[config.mk]
export PLATFORM = sky130hd
export DESIGN_NAME = nearest_neighbor_fit_downscaler_core
export DESIGN_NICKNAME = d
export VERILOG_FILES = /design/src/rtl/nnfd_pkg.sv /design/src/rtl/nnfd_out_skid.sv /design/src/rtl/nearest_neighbor_fit_downscaler_core.sv
export SDC_FILE = /design/constraint.sdc
export NUM_CORES = 1
export LEC_CHECK = 0
export ABC_AREA = 1
export ABC_CLOCK_PERIOD_IN_PS = 15300
export BUFFER_PORTS_ARGS = -buffer_cell sky130_fd_sc_hd__buf_2
export CAP_MARGIN = 10
export CORE_MARGIN = 1
export CORE_UTILIZATION = 55
export DETAILED_ROUTE_END_ITERATION = 16
export PLACE_DENSITY_LB_ADDON = 0.2
export SKIP_CTS_REPAIR_TIMING = 1
export SYNTH_ARGS = -nofsm -noshare
export SYNTH_HDL_FRONTEND = slang
export SYNTH_SLANG_ARGS = --single-unit
[constraint.sdc]
create_clock -name clk -period 15.3 [get_ports clk]
set_input_delay 0.765 -clock clk [delete_from_list [all_inputs] [get_ports clk]]
set_output_delay 0.765 -clock clk [all_outputs]
set_load 0.02 [all_outputs]
[src/rtl/nnfd_pkg.sv]
// Shared types and constants for the nearest-neighbor fit downscaler.
// No dependencies; imported by the output buffer and the core.
package nnfd_pkg;

    // Field widths fixed by the register map and the pixel format
    localparam int PIXEL_W     = 32;
    localparam int SRC_DIM_W   = 13;
    localparam int CELLS_W     = 11;
    localparam int CELL_PX_W   = 8;
    localparam int CFG_INDEX_W = 3;
    localparam int CFG_DATA_W  = 13;

    localparam int DEFAULT_MAX_DIM = 4096;

    // Configuration register indexes
    localparam logic [CFG_INDEX_W-1:0] REG_SOURCE_WIDTH      = 3'd0;
    localparam logic [CFG_INDEX_W-1:0] REG_SOURCE_HEIGHT     = 3'd1;
    localparam logic [CFG_INDEX_W-1:0] REG_DISPLAY_COLUMNS   = 3'd2;
    localparam logic [CFG_INDEX_W-1:0] REG_DISPLAY_ROWS      = 3'd3;
    localparam logic [CFG_INDEX_W-1:0] REG_CELL_PIXEL_WIDTH  = 3'd4;
    localparam logic [CFG_INDEX_W-1:0] REG_CELL_PIXEL_HEIGHT = 3'd5;

    // One result word
    typedef struct packed {
        logic [PIXEL_W-1:0] pixel;
        logic               row_end;
        logic               frame_end;
    } result_t;

    // Occupancy of the output buffer
    typedef struct packed {
        logic head_valid;
        logic spare_valid;
    } buf_status_t;

endpackage

[src/rtl/nnfd_out_skid.sv]
// Two-entry output buffer (head register plus skid register) for result words.
// Depends on nnfd_pkg for result_t and buf_status_t.
module nnfd_out_skid (
    input  logic                 clk,
    input  logic                 rst_n,
    input  logic                 push,
    input  nnfd_pkg::result_t    push_word,
    output nnfd_pkg::result_t    head_word,
    output logic                 head_valid,
    input  logic                 head_ready,
    output nnfd_pkg::buf_status_t status
);
    import nnfd_pkg::*;

    result_t head_reg;
    result_t head_next;
    result_t spare_reg;
    result_t spare_next;
    logic    head_valid_reg;
    logic    head_valid_next;
    logic    spare_valid_reg;
    logic    spare_valid_next;
    logic    pop;

    assign pop = head_valid_reg && head_ready;

    // Refill head from the spare slot first, keep order
    always_comb
    begin
        head_next        = head_reg;
        spare_next       = spare_reg;
        head_valid_next  = head_valid_reg;
        spare_valid_next = spare_valid_reg;
        if (!head_valid_reg || pop)
        begin
            if (spare_valid_reg)
            begin
                head_next        = spare_reg;
                head_valid_next  = 1'b1;
                spare_next       = push_word;
                spare_valid_next = push;
            end
            else
            begin
                head_next       = push_word;
                head_valid_next = push;
            end
        end
        else if (push)
        begin
            spare_next       = push_word;
            spare_valid_next = 1'b1;
        end
    end

    always_ff @(posedge clk or negedge rst_n)
    begin
        if (!rst_n)
        begin
            head_valid_reg  <= 1'b0;
            spare_valid_reg <= 1'b0;
        end
        else
        begin
            head_valid_reg  <= head_valid_next;
            spare_valid_reg <= spare_valid_next;
        end
    end

    // Payload, no reset
    always_ff @(posedge clk)
    begin
        head_reg  <= head_next;
        spare_reg <= spare_next;
    end

    assign head_word          = head_reg;
    assign head_valid         = head_valid_reg;
    assign status.head_valid  = head_valid_reg;
    assign status.spare_valid = spare_valid_reg;

endmodule

[src/rtl/nearest_neighbor_fit_downscaler_core.sv]
// Nearest-neighbor fit downscaler: selects source pixels for the target raster.
// Depends on nnfd_pkg and nnfd_out_skid.
// A selected pixel is registered into the output buffer's head or spare register, then leaves from the head.
// Throughput: one source pixel per clock while the buffer's spare slot is empty; accumulator add and compare per pixel.
// A two-word output buffer keeps accepting while one result waits downstream.
// Reset: registers 1,1,1,1,0,0; target 1x1; stream at the first pixel of a frame.
module nearest_neighbor_fit_downscaler_core #(
    parameter int MAX_DIM = nnfd_pkg::DEFAULT_MAX_DIM
) (
    input  logic                              clk,
    input  logic                              rst_n,
    input  logic                              cfg_valid,
    output logic                              cfg_ready,
    input  logic [nnfd_pkg::CFG_INDEX_W-1:0]  cfg_index,
    input  logic [nnfd_pkg::CFG_DATA_W-1:0]   cfg_data,
    input  logic                              src_valid,
    output logic                              src_ready,
    input  logic [nnfd_pkg::PIXEL_W-1:0]      pixel_in,
    output logic                              res_valid,
    input  logic                              res_ready,
    output logic [nnfd_pkg::PIXEL_W-1:0]      pixel_out,
    output logic                              row_end,
    output logic                              frame_end
);
    import nnfd_pkg::*;

    localparam int DW = $clog2(MAX_DIM + 1);
    localparam int AW = 2 * DW + 1;
    localparam int PW = CELLS_W + CELL_PX_W;
    localparam int CW = (DW > PW) ? DW : PW;

    // Source size forced into 1..MAX_DIM
    function automatic logic [DW-1:0] clamp_src(input logic [SRC_DIM_W-1:0] v);
        logic [DW-1:0] r;
        if (v == '0)
            r = DW'(1);
        else if (32'(v) > 32'(MAX_DIM))
            r = DW'(MAX_DIM);
        else
            r = DW'(v);
        return r;
    endfunction

    // Target side: cells times cell pixels when known, never above source
    function automatic logic [DW-1:0] fit_dim(input logic [DW-1:0] s,
                                              input logic [PW-1:0] prod,
                                              input logic          known);
        logic [DW-1:0] r;
        if (known && (CW'(prod) < CW'(s)))
            r = DW'(prod);
        else
            r = s;
        if (r == '0)
            r = DW'(1);
        return r;
    endfunction

    // Configuration registers
    logic [SRC_DIM_W-1:0] src_w_reg, src_w_next;
    logic [SRC_DIM_W-1:0] src_h_reg, src_h_next;
    logic [CELLS_W-1:0]   disp_cols_reg, disp_cols_next;
    logic [CELLS_W-1:0]   disp_rows_reg, disp_rows_next;
    logic [CELL_PX_W-1:0] cell_w_reg, cell_w_next;
    logic [CELL_PX_W-1:0] cell_h_reg, cell_h_next;
    logic                 cfg_hit;

    // Derived sizes
    logic [DW-1:0] sw_reg, sw_next;
    logic [DW-1:0] sh_reg, sh_next;
    logic [DW-1:0] tw_reg, tw_next;
    logic [DW-1:0] th_reg, th_next;
    logic [PW-1:0] prod_w;
    logic [PW-1:0] prod_h;
    logic          cells_known;

    // Stream position
    logic [DW-1:0] src_col_reg, src_col_next;
    logic [DW-1:0] src_row_reg, src_row_next;
    logic [DW-1:0] dest_col_reg, dest_col_next;
    logic [DW-1:0] dest_row_reg, dest_row_next;
    logic [AW-1:0] col_pos_reg, col_pos_next;
    logic [AW-1:0] col_nxt_reg, col_nxt_next;
    logic [AW-1:0] row_pos_reg, row_pos_next;
    logic [AW-1:0] row_nxt_reg, row_nxt_next;

    logic        accept;
    logic        row_taken;
    logic        col_taken;
    logic        last_col;
    logic        last_row;
    logic        push;
    result_t     push_word;
    result_t     head_word;
    buf_status_t buf_status;

    assign cfg_ready = 1'b1;
    assign accept    = src_valid && src_ready;
    assign src_ready = !buf_status.spare_valid;

    // Register write decode
    always_comb
    begin
        src_w_next     = src_w_reg;
        src_h_next     = src_h_reg;
        disp_cols_next = disp_cols_reg;
        disp_rows_next = disp_rows_reg;
        cell_w_next    = cell_w_reg;
        cell_h_next    = cell_h_reg;
        cfg_hit        = 1'b0;
        if (cfg_valid)
        begin
            cfg_hit = 1'b1;
            unique case (cfg_index)
                REG_SOURCE_WIDTH:      src_w_next     = cfg_data;
                REG_SOURCE_HEIGHT:     src_h_next     = cfg_data;
                REG_DISPLAY_COLUMNS:   disp_cols_next = cfg_data[CELLS_W-1:0];
                REG_DISPLAY_ROWS:      disp_rows_next = cfg_data[CELLS_W-1:0];
                REG_CELL_PIXEL_WIDTH:  cell_w_next    = cfg_data[CELL_PX_W-1:0];
                REG_CELL_PIXEL_HEIGHT: cell_h_next    = cfg_data[CELL_PX_W-1:0];
                default:               cfg_hit        = 1'b0;
            endcase
        end
    end

    // Target size from the updated register set
    assign prod_w      = PW'(disp_cols_next) * PW'(cell_w_next);
    assign prod_h      = PW'(disp_rows_next) * PW'(cell_h_next);
    assign cells_known = (cell_w_next != '0) && (cell_h_next != '0) &&
                         (disp_cols_next != '0) && (disp_rows_next != '0);
    assign sw_next     = clamp_src(src_w_next);
    assign sh_next     = clamp_src(src_h_next);
    assign tw_next     = fit_dim(sw_next, prod_w, cells_known);
    assign th_next     = fit_dim(sh_next, prod_h, cells_known);

    // Selection tests
    assign row_taken = row_nxt_reg < (row_pos_reg + AW'(th_reg));
    assign col_taken = col_nxt_reg < (col_pos_reg + AW'(tw_reg));
    assign last_col  = (DW'(src_col_reg + DW'(1)) >= sw_reg) ||
                       (src_col_reg + DW'(1) == '0);
    assign last_row  = (DW'(src_row_reg + DW'(1)) >= sh_reg) ||
                       (src_row_reg + DW'(1) == '0);

    assign push                = accept && row_taken && col_taken;
    assign push_word.pixel     = pixel_in;
    assign push_word.row_end   = ({1'b0, dest_col_reg} + 1'b1) >= {1'b0, tw_reg};
    assign push_word.frame_end = push_word.row_end &&
                                 (({1'b0, dest_row_reg} + 1'b1) >= {1'b0, th_reg});

    // Position update per accepted pixel
    always_comb
    begin
        src_col_next  = src_col_reg;
        src_row_next  = src_row_reg;
        dest_col_next = dest_col_reg;
        dest_row_next = dest_row_reg;
        col_pos_next  = col_pos_reg;
        col_nxt_next  = col_nxt_reg;
        row_pos_next  = row_pos_reg;
        row_nxt_next  = row_nxt_reg;
        if (cfg_hit)
        begin
            src_col_next  = '0;
            src_row_next  = '0;
            dest_col_next = '0;
            dest_row_next = '0;
            col_pos_next  = '0;
            col_nxt_next  = '0;
            row_pos_next  = '0;
            row_nxt_next  = '0;
        end
        else if (accept)
        begin
            if (push)
            begin
                dest_col_next = dest_col_reg + DW'(1);
                col_nxt_next  = col_nxt_reg + AW'(sw_reg);
            end
            if (last_col)
            begin
                src_col_next  = '0;
                col_pos_next  = '0;
                col_nxt_next  = '0;
                dest_col_next = '0;
                if (last_row)
                begin
                    src_row_next  = '0;
                    row_pos_next  = '0;
                    row_nxt_next  = '0;
                    dest_row_next = '0;
                end
                else
                begin
                    if (row_taken)
                    begin
                        dest_row_next = dest_row_reg + DW'(1);
                        row_nxt_next  = row_nxt_reg + AW'(sh_reg);
                    end
                    src_row_next = src_row_reg + DW'(1);
                    row_pos_next = row_pos_reg + AW'(th_reg);
                end
            end
            else
            begin
                src_col_next = src_col_reg + DW'(1);
                col_pos_next = col_pos_reg + AW'(tw_reg);
            end
        end
    end

    always_ff @(posedge clk or negedge rst_n)
    begin
        if (!rst_n)
        begin
            src_w_reg     <= SRC_DIM_W'(1);
            src_h_reg     <= SRC_DIM_W'(1);
            disp_cols_reg <= CELLS_W'(1);
            disp_rows_reg <= CELLS_W'(1);
            cell_w_reg    <= '0;
            cell_h_reg    <= '0;
            sw_reg        <= DW'(1);
            sh_reg        <= DW'(1);
            tw_reg        <= DW'(1);
            th_reg        <= DW'(1);
            src_col_reg   <= '0;
            src_row_reg   <= '0;
            dest_col_reg  <= '0;
            dest_row_reg  <= '0;
            col_pos_reg   <= '0;
            col_nxt_reg   <= '0;
            row_pos_reg   <= '0;
            row_nxt_reg   <= '0;
        end
        else
        begin
            src_w_reg     <= src_w_next;
            src_h_reg     <= src_h_next;
            disp_cols_reg <= disp_cols_next;
            disp_rows_reg <= disp_rows_next;
            cell_w_reg    <= cell_w_next;
            cell_h_reg    <= cell_h_next;
            if (cfg_hit)
            begin
                sw_reg <= sw_next;
                sh_reg <= sh_next;
                tw_reg <= tw_next;
                th_reg <= th_next;
            end
            src_col_reg  <= src_col_next;
            src_row_reg  <= src_row_next;
            dest_col_reg <= dest_col_next;
            dest_row_reg <= dest_row_next;
            col_pos_reg  <= col_pos_next;
            col_nxt_reg  <= col_nxt_next;
            row_pos_reg  <= row_pos_next;
            row_nxt_reg  <= row_nxt_next;
        end
    end

    // Result words leave through a two-entry buffer
    nnfd_out_skid u_out (
        .clk        (clk),
        .rst_n      (rst_n),
        .push       (push),
        .push_word  (push_word),
        .head_word  (head_word),
        .head_valid (res_valid),
        .head_ready (res_ready),
        .status     (buf_status)
    );

    assign pixel_out = head_word.pixel;
    assign row_end   = head_word.row_end;
    assign frame_end = head_word.frame_end;

`ifndef SYNTHESIS
    a_spare_needs_head: assert property (@(posedge clk) disable iff (!rst_n)
        buf_status.spare_valid |-> res_valid)
        else $error("spare word held with empty head");
    a_src_col_range: assert property (@(posedge clk) disable iff (!rst_n)
        src_col_reg < sw_reg)
        else $error("source column beyond source width");
    a_dest_col_range: assert property (@(posedge clk) disable iff (!rst_n)
        (dest_col_reg <= tw_reg) && (tw_reg != '0) && (tw_reg <= sw_reg))
        else $error("target column or width out of range");
    a_frame_end_row_end: assert property (@(posedge clk) disable iff (!rst_n)
        (res_valid && frame_end) |-> row_end)
        else $error("frame end without row end");
`endif

endmodule

# After elaboration in Yosys (flattened, before gate mapping)
# Cells that the tools add are included.
# totals
ff_bits	346
in_bits	53
# op_classes
n_addsub	10
n_mul	2
order_cmp	10
eq_ne	6
muxes	62
n_reduce_logical	36
# ops
cell	n
$mux W27	16
$mux W13	28
$mux W34	4
$add A27 B13 Y27	4
$logic_not A13 Y1	6
$lt A27 B27 Y1	2
$add A13 B1 Y13 const B	4
$mux W11	4
$lt A19 B13 Y1	2
$mul A11 B8 Y19	2
$mux W8	4
$add A13 B1 Y14 const B	2
$ge A14 B13 Y1	2
$ge A13 B13 Y1	2
$gt A13 B13 Y1 const B	2
$reduce_bool A11 Y1	2
$reduce_bool A8 Y1	2
$logic_and A1 B1 Y1	10
$eq A3 B2 Y1 const B	2
$eq A3 B3 Y1 const B	2
$mux W1	6
$reduce_and A2 Y1	3
$reduce_bool A2 Y1	3
$reduce_bool A3 Y1	2
7 further kinds	10

# Depth between registers and ports, before layout
# depth
ltp_word	11
ltp_mapped	39

# Modules after synthesis
# A second synthesis with hierarchy kept.
# hier_totals
hier_cells	3463
area_unflattened_um2	27087.2
# by_module_without_submodules
mod	n_inst	cells_each	area_per_inst_um2
nearest_neighbor_fit_downscaler_core	1	3271	24487.2
nnfd_out_skid	1	192	2600.0

# Worst setup path before layout
# Ideal clock, no wire load.
# synth_path
path_type	register to register
start	register th_reg[0]
end	register u_out.spare_reg[0] (netlist name), enable pin
arrival_ns	6.750
t_required_ns	14.828
slack_ns	8.077
stages_incl_launch_ff	25
period_less_slack_ns	7.223
path_cell_list	dfstp_2 > ha_1 > fa_1 > nand2_1 > inv_1 > nand2_1 > nand2_1 > a21oi_1 > o31ai_1 > a21boi_0 > o21ai_0 > nand2_1 > nor2_1 > nand3_1 > xor2_1 > inv_1 > ha_1 > a21oi_1 > o221ai_1 > a21oi_1 > nand2_1 > nor3_1 > inv_2 > clkbuf_1 > o21ai_0
# synth_between
elab_chain_len	6
# synth_rtl
item	line_no	source
start: declaration	nearest_neighbor_fit_downscaler_core.sv:71	logic [DW-1:0] th_reg, th_next;
start signal: assignment	nearest_neighbor_fit_downscaler_core.sv:246	th_reg <= th_next;
$add A27 B13 Y27	nearest_neighbor_fit_downscaler_core.sv:136	assign row_taken = row_nxt_reg < (row_pos_reg + AW'(th_reg));
$lt A27 B27 Y1	nearest_neighbor_fit_downscaler_core.sv:136	
$logic_and A1 B1 Y1 (2 in a row)	nearest_neighbor_fit_downscaler_core.sv:143	assign push = accept && row_taken && col_taken;
$reduce_bool A2 Y1 (no source line)	n/a	
$reduce_and A2 Y1 (no source line)	n/a	
end signal: assignment	nnfd_out_skid.sv:74	spare_reg <= spare_next;
end: declaration	nnfd_out_skid.sv:17	result_t spare_reg;
# Every way passes these cells.
# A chain may end at the register's enable or synchronous reset.

# Worst setup path after layout
# layout_path
start	input port cfg_index[1] (netlist name)
end	register th_reg[0]
# layout_between
elab_cells_between_ends	36
classes_between	1 x mul; 2 x order compare; 5 x eq/ne; 16 x mux; 12 x reduce/logical
# layout_rtl
item	line_no	source
start: declaration	nearest_neighbor_fit_downscaler_core.sv:14	input logic [nnfd_pkg::CFG_INDEX_W-1:0] cfg_index,
$eq A3 B2 Y1 *	nearest_neighbor_fit_downscaler_core.sv:113	unique case (cfg_index)
$mux W11 *	nearest_neighbor_fit_downscaler_core.sv:113	
$mux W11 *	nearest_neighbor_fit_downscaler_core.sv:110	if (cfg_valid)
via disp_rows_next[6]	nearest_neighbor_fit_downscaler_core.sv:62	logic [CELLS_W-1:0] disp_rows_reg, disp_rows_next;
$mul A11 B8 Y19 / $reduce_bool A11 Y1 (equally long branches)	nearest_neighbor_fit_downscaler_core.sv:127, nearest_neighbor_fit_downscaler_core.sv:129	
$lt A19 B13 Y1 / $logic_and A1 B1 Y1 (equally long branches)	nearest_neighbor_fit_downscaler_core.sv:49, nearest_neighbor_fit_downscaler_core.sv:129	
$logic_and A1 B1 Y1	nearest_neighbor_fit_downscaler_core.sv:49	if (known && (CW'(prod) < CW'(s)))
$mux W13 *	nearest_neighbor_fit_downscaler_core.sv:49	
$logic_not A13 Y1	nearest_neighbor_fit_downscaler_core.sv:53	if (r == '0)
$mux W13 *	nearest_neighbor_fit_downscaler_core.sv:53	
# The timed path passes the listed nets; every way through them passes the cells marked *.

==> qor.yml <==
clock_tree:
  cts_buffer_depth: 3
  clock_latency_ns: 0.58
  clock-root-buffer: "clkbuf_16"
  clk_pin_slew_ns: 0.06
  cts_buffers: 40
  cts_tree: "built"
  numClockSinks: 346
  cts_max_level: 2
routing:
  postRouteAntennaNets: 0
  drt_wl_total_microns: 64310
  avgRoutedWirePerCell_microns: 14.89
  vias: 22780
  routed_via_density: 5.276
  route.detailed.drc: 0
  drt-initial-drc-count: 1395
  detail_route.first_pass.iterations: 6
finish:
  fillers: 4472
  final_cell_mix: "1009 x nand2_1, 555 x inv_1, 291 x nor2_1"
  fin_nets: 4050
  layout_commonest_cell: "nand2_1"
  seq_area_sq_mm: 0.009009
  drive_gt1_frac: 0.06404
  syn_to_final_growth_pct: 8.612
  multi_input_area_sq_mm: 0.01590
  antenna_cells: 0
setup_path:
  crit_type: "in2reg"
  cp_slowest_cell: "o21ai_0"
  arrival_ns: 7.63
  cpMostUsedCell: "nand2_1"
  worstPathRequired_ns: 15.80
  rrSetupSlack_ns: 8.63
  critPathMaxStageDelay_ns: 0.64
  cp-start-kind: "input pin"
  critPathMaxFanout: 19
  crit_path_end_kind: "register"
global_routing:
  grt_pass1_vias: 22610
  globalRouteOverflowTotal: 0
  grt_max_degree: 97
  grt_use_total: 0.2642
  antenna_found_initial: 1
  grt_pass1_wl_microns: 109600
min_path:
  holdCritPathClass: "in2async"
status:
  outcome: "complete, no violations"
floorplan:
  start_util: 0.5598
  core_sq_mm: 0.04905
  die_area_sq_mm: 0.05083
  num_io_pins: 90
  chipHeight_microns: 225.4
  num_rows: 81
  die_w_microns: 225.4
timing:
  fin_crit_sh: 0.4658
  skew_ns: 0.02540
  relSlewSlack: 0.2783
  fmax_mhz: 140.3
  finalSetupTns_ns: 0
  fin_crit_ns: 7.126
  setup_viol: 0
  rsz0062_at_grt: "false"
  slew_violations: 0
  final-hold-violation-count: 0
  worst-slew-pin-transition_ns: 1.078
yosys:
  syn_area_per_cell_sq_um: 7.716
  synth_top_area_cell: "dfrtp_1"
  synth_nets: 3986
  synth_top_area_frac: 0.2460
  synth_enable_flop_cells: 68
  synth.distinct_cells: 63
  synth_area_leaders: "dfrtp_1 25%, nand2_1 14%, ha_1 12%"
  async_reset_ff_frac: 0.8035
  ys_ff_latch: 346
  synth_seq_area_share: 0.3281
  synthFlopType: "dfrtp_1"
  syn-instance-count: 3559
  synth.yosys.warnings: 0
  syn_area_sq_mm: 0.02746
placement:
  dpl.hpwl_microns: 47930
  port_buffers: 88
  place.gp.congestion: 0.8880
flow_run:
  cap_violations: 0
-- final timing paths --
kind / start / end / cells past startpoint
hold / removal: rst_n / row_nxt_reg[13] / 1
setup reg to reg: th_reg[0] / u_out.spare_reg[20] / 24
max in group asynchronous: rst_n / dest_col_reg[3] / 3
setup / recovery: cfg_index[1] / th_reg[0] / 32
hold reg to reg: row_pos_reg[8] / row_pos_reg[8] / 2
min in group clk: pixel_in[10] / u_out.spare_reg[12] / 1
-- cells in the mapped netlist, drive strengths merged (66+ instances only) --
cell type / count
dfrtp: 270
edfxtp: 68
a21oi: 139
inv: 568
nand4: 66
nor2: 304
fa: 112
nand3: 172
ha: 262
o21ai: 194
xor2: 91
nand2: 1024
-- logic make-up after synthesis --
family          Yosys count  share of synthesized area
compound gates          419                    0.08493
xor+xnor                128                    0.04083
fa+ha+maj               374                     0.2010
buf+inv                 649                    0.09373
flops                   346                     0.3281
mux                       1                  0.0003645
other cells               1                  0.0001366
simple gates           1641                     0.2509
-- worst max-delay path, delay by kind of cell --
family / cells / cell delay [ns]
buf+inv: 6 / 0.84
simple gates: 14 / 2.06
fa+ha+maj: 6 / 2.56
compound gates: 5 / 1.23
xor+xnor: 1 / 0.17
-- stage by stage --
step | cells | instance area [sq um] | hold WS (ns) | worst slack [ns] | util
floorplan | 3559 | 27460 | 0.4517 | 8.077 | -
global placement | 4245 | 28430 | 0.4685 | 7.916 | 0.5797
detailed placement | 4245 | 28430 | 0.4725 | 7.713 | 0.5797
CTS | 4318 | 29820 | 0.2338 | 8.292 | 0.6080
global route | 4318 | 29820 | 0.2771 | 7.444 | 0.6080
finish | 4318 | 29820 | 0.1910 | 8.174 | 0.6080
-- layer usage --
metal	vias up	wire [microns]	GRT usage
li1	11490	-	-
met1	10590	29190	0.3582
met2	567	29960	0.4388
met3	133	3245	0.03038
met4	2	1893	0.09063
met5	-	17	0
-- final cells by class --
class | count | share of cell area
Clock buffer | 53 | 0.03587
Clock inverter | 20 | 0.01078
Inverter | 570 | 0.07195
Multi-Input combinational cell | 2564 | 0.5331
Sequential cell | 346 | 0.3021
Tap cell | 664 | 0.02786
Timing Repair Buffer | 101 | 0.01837
Power is left out: the tool's default activity adds up to more than one toggle a clock period on the data nets, which glitch-free logic cannot reach.
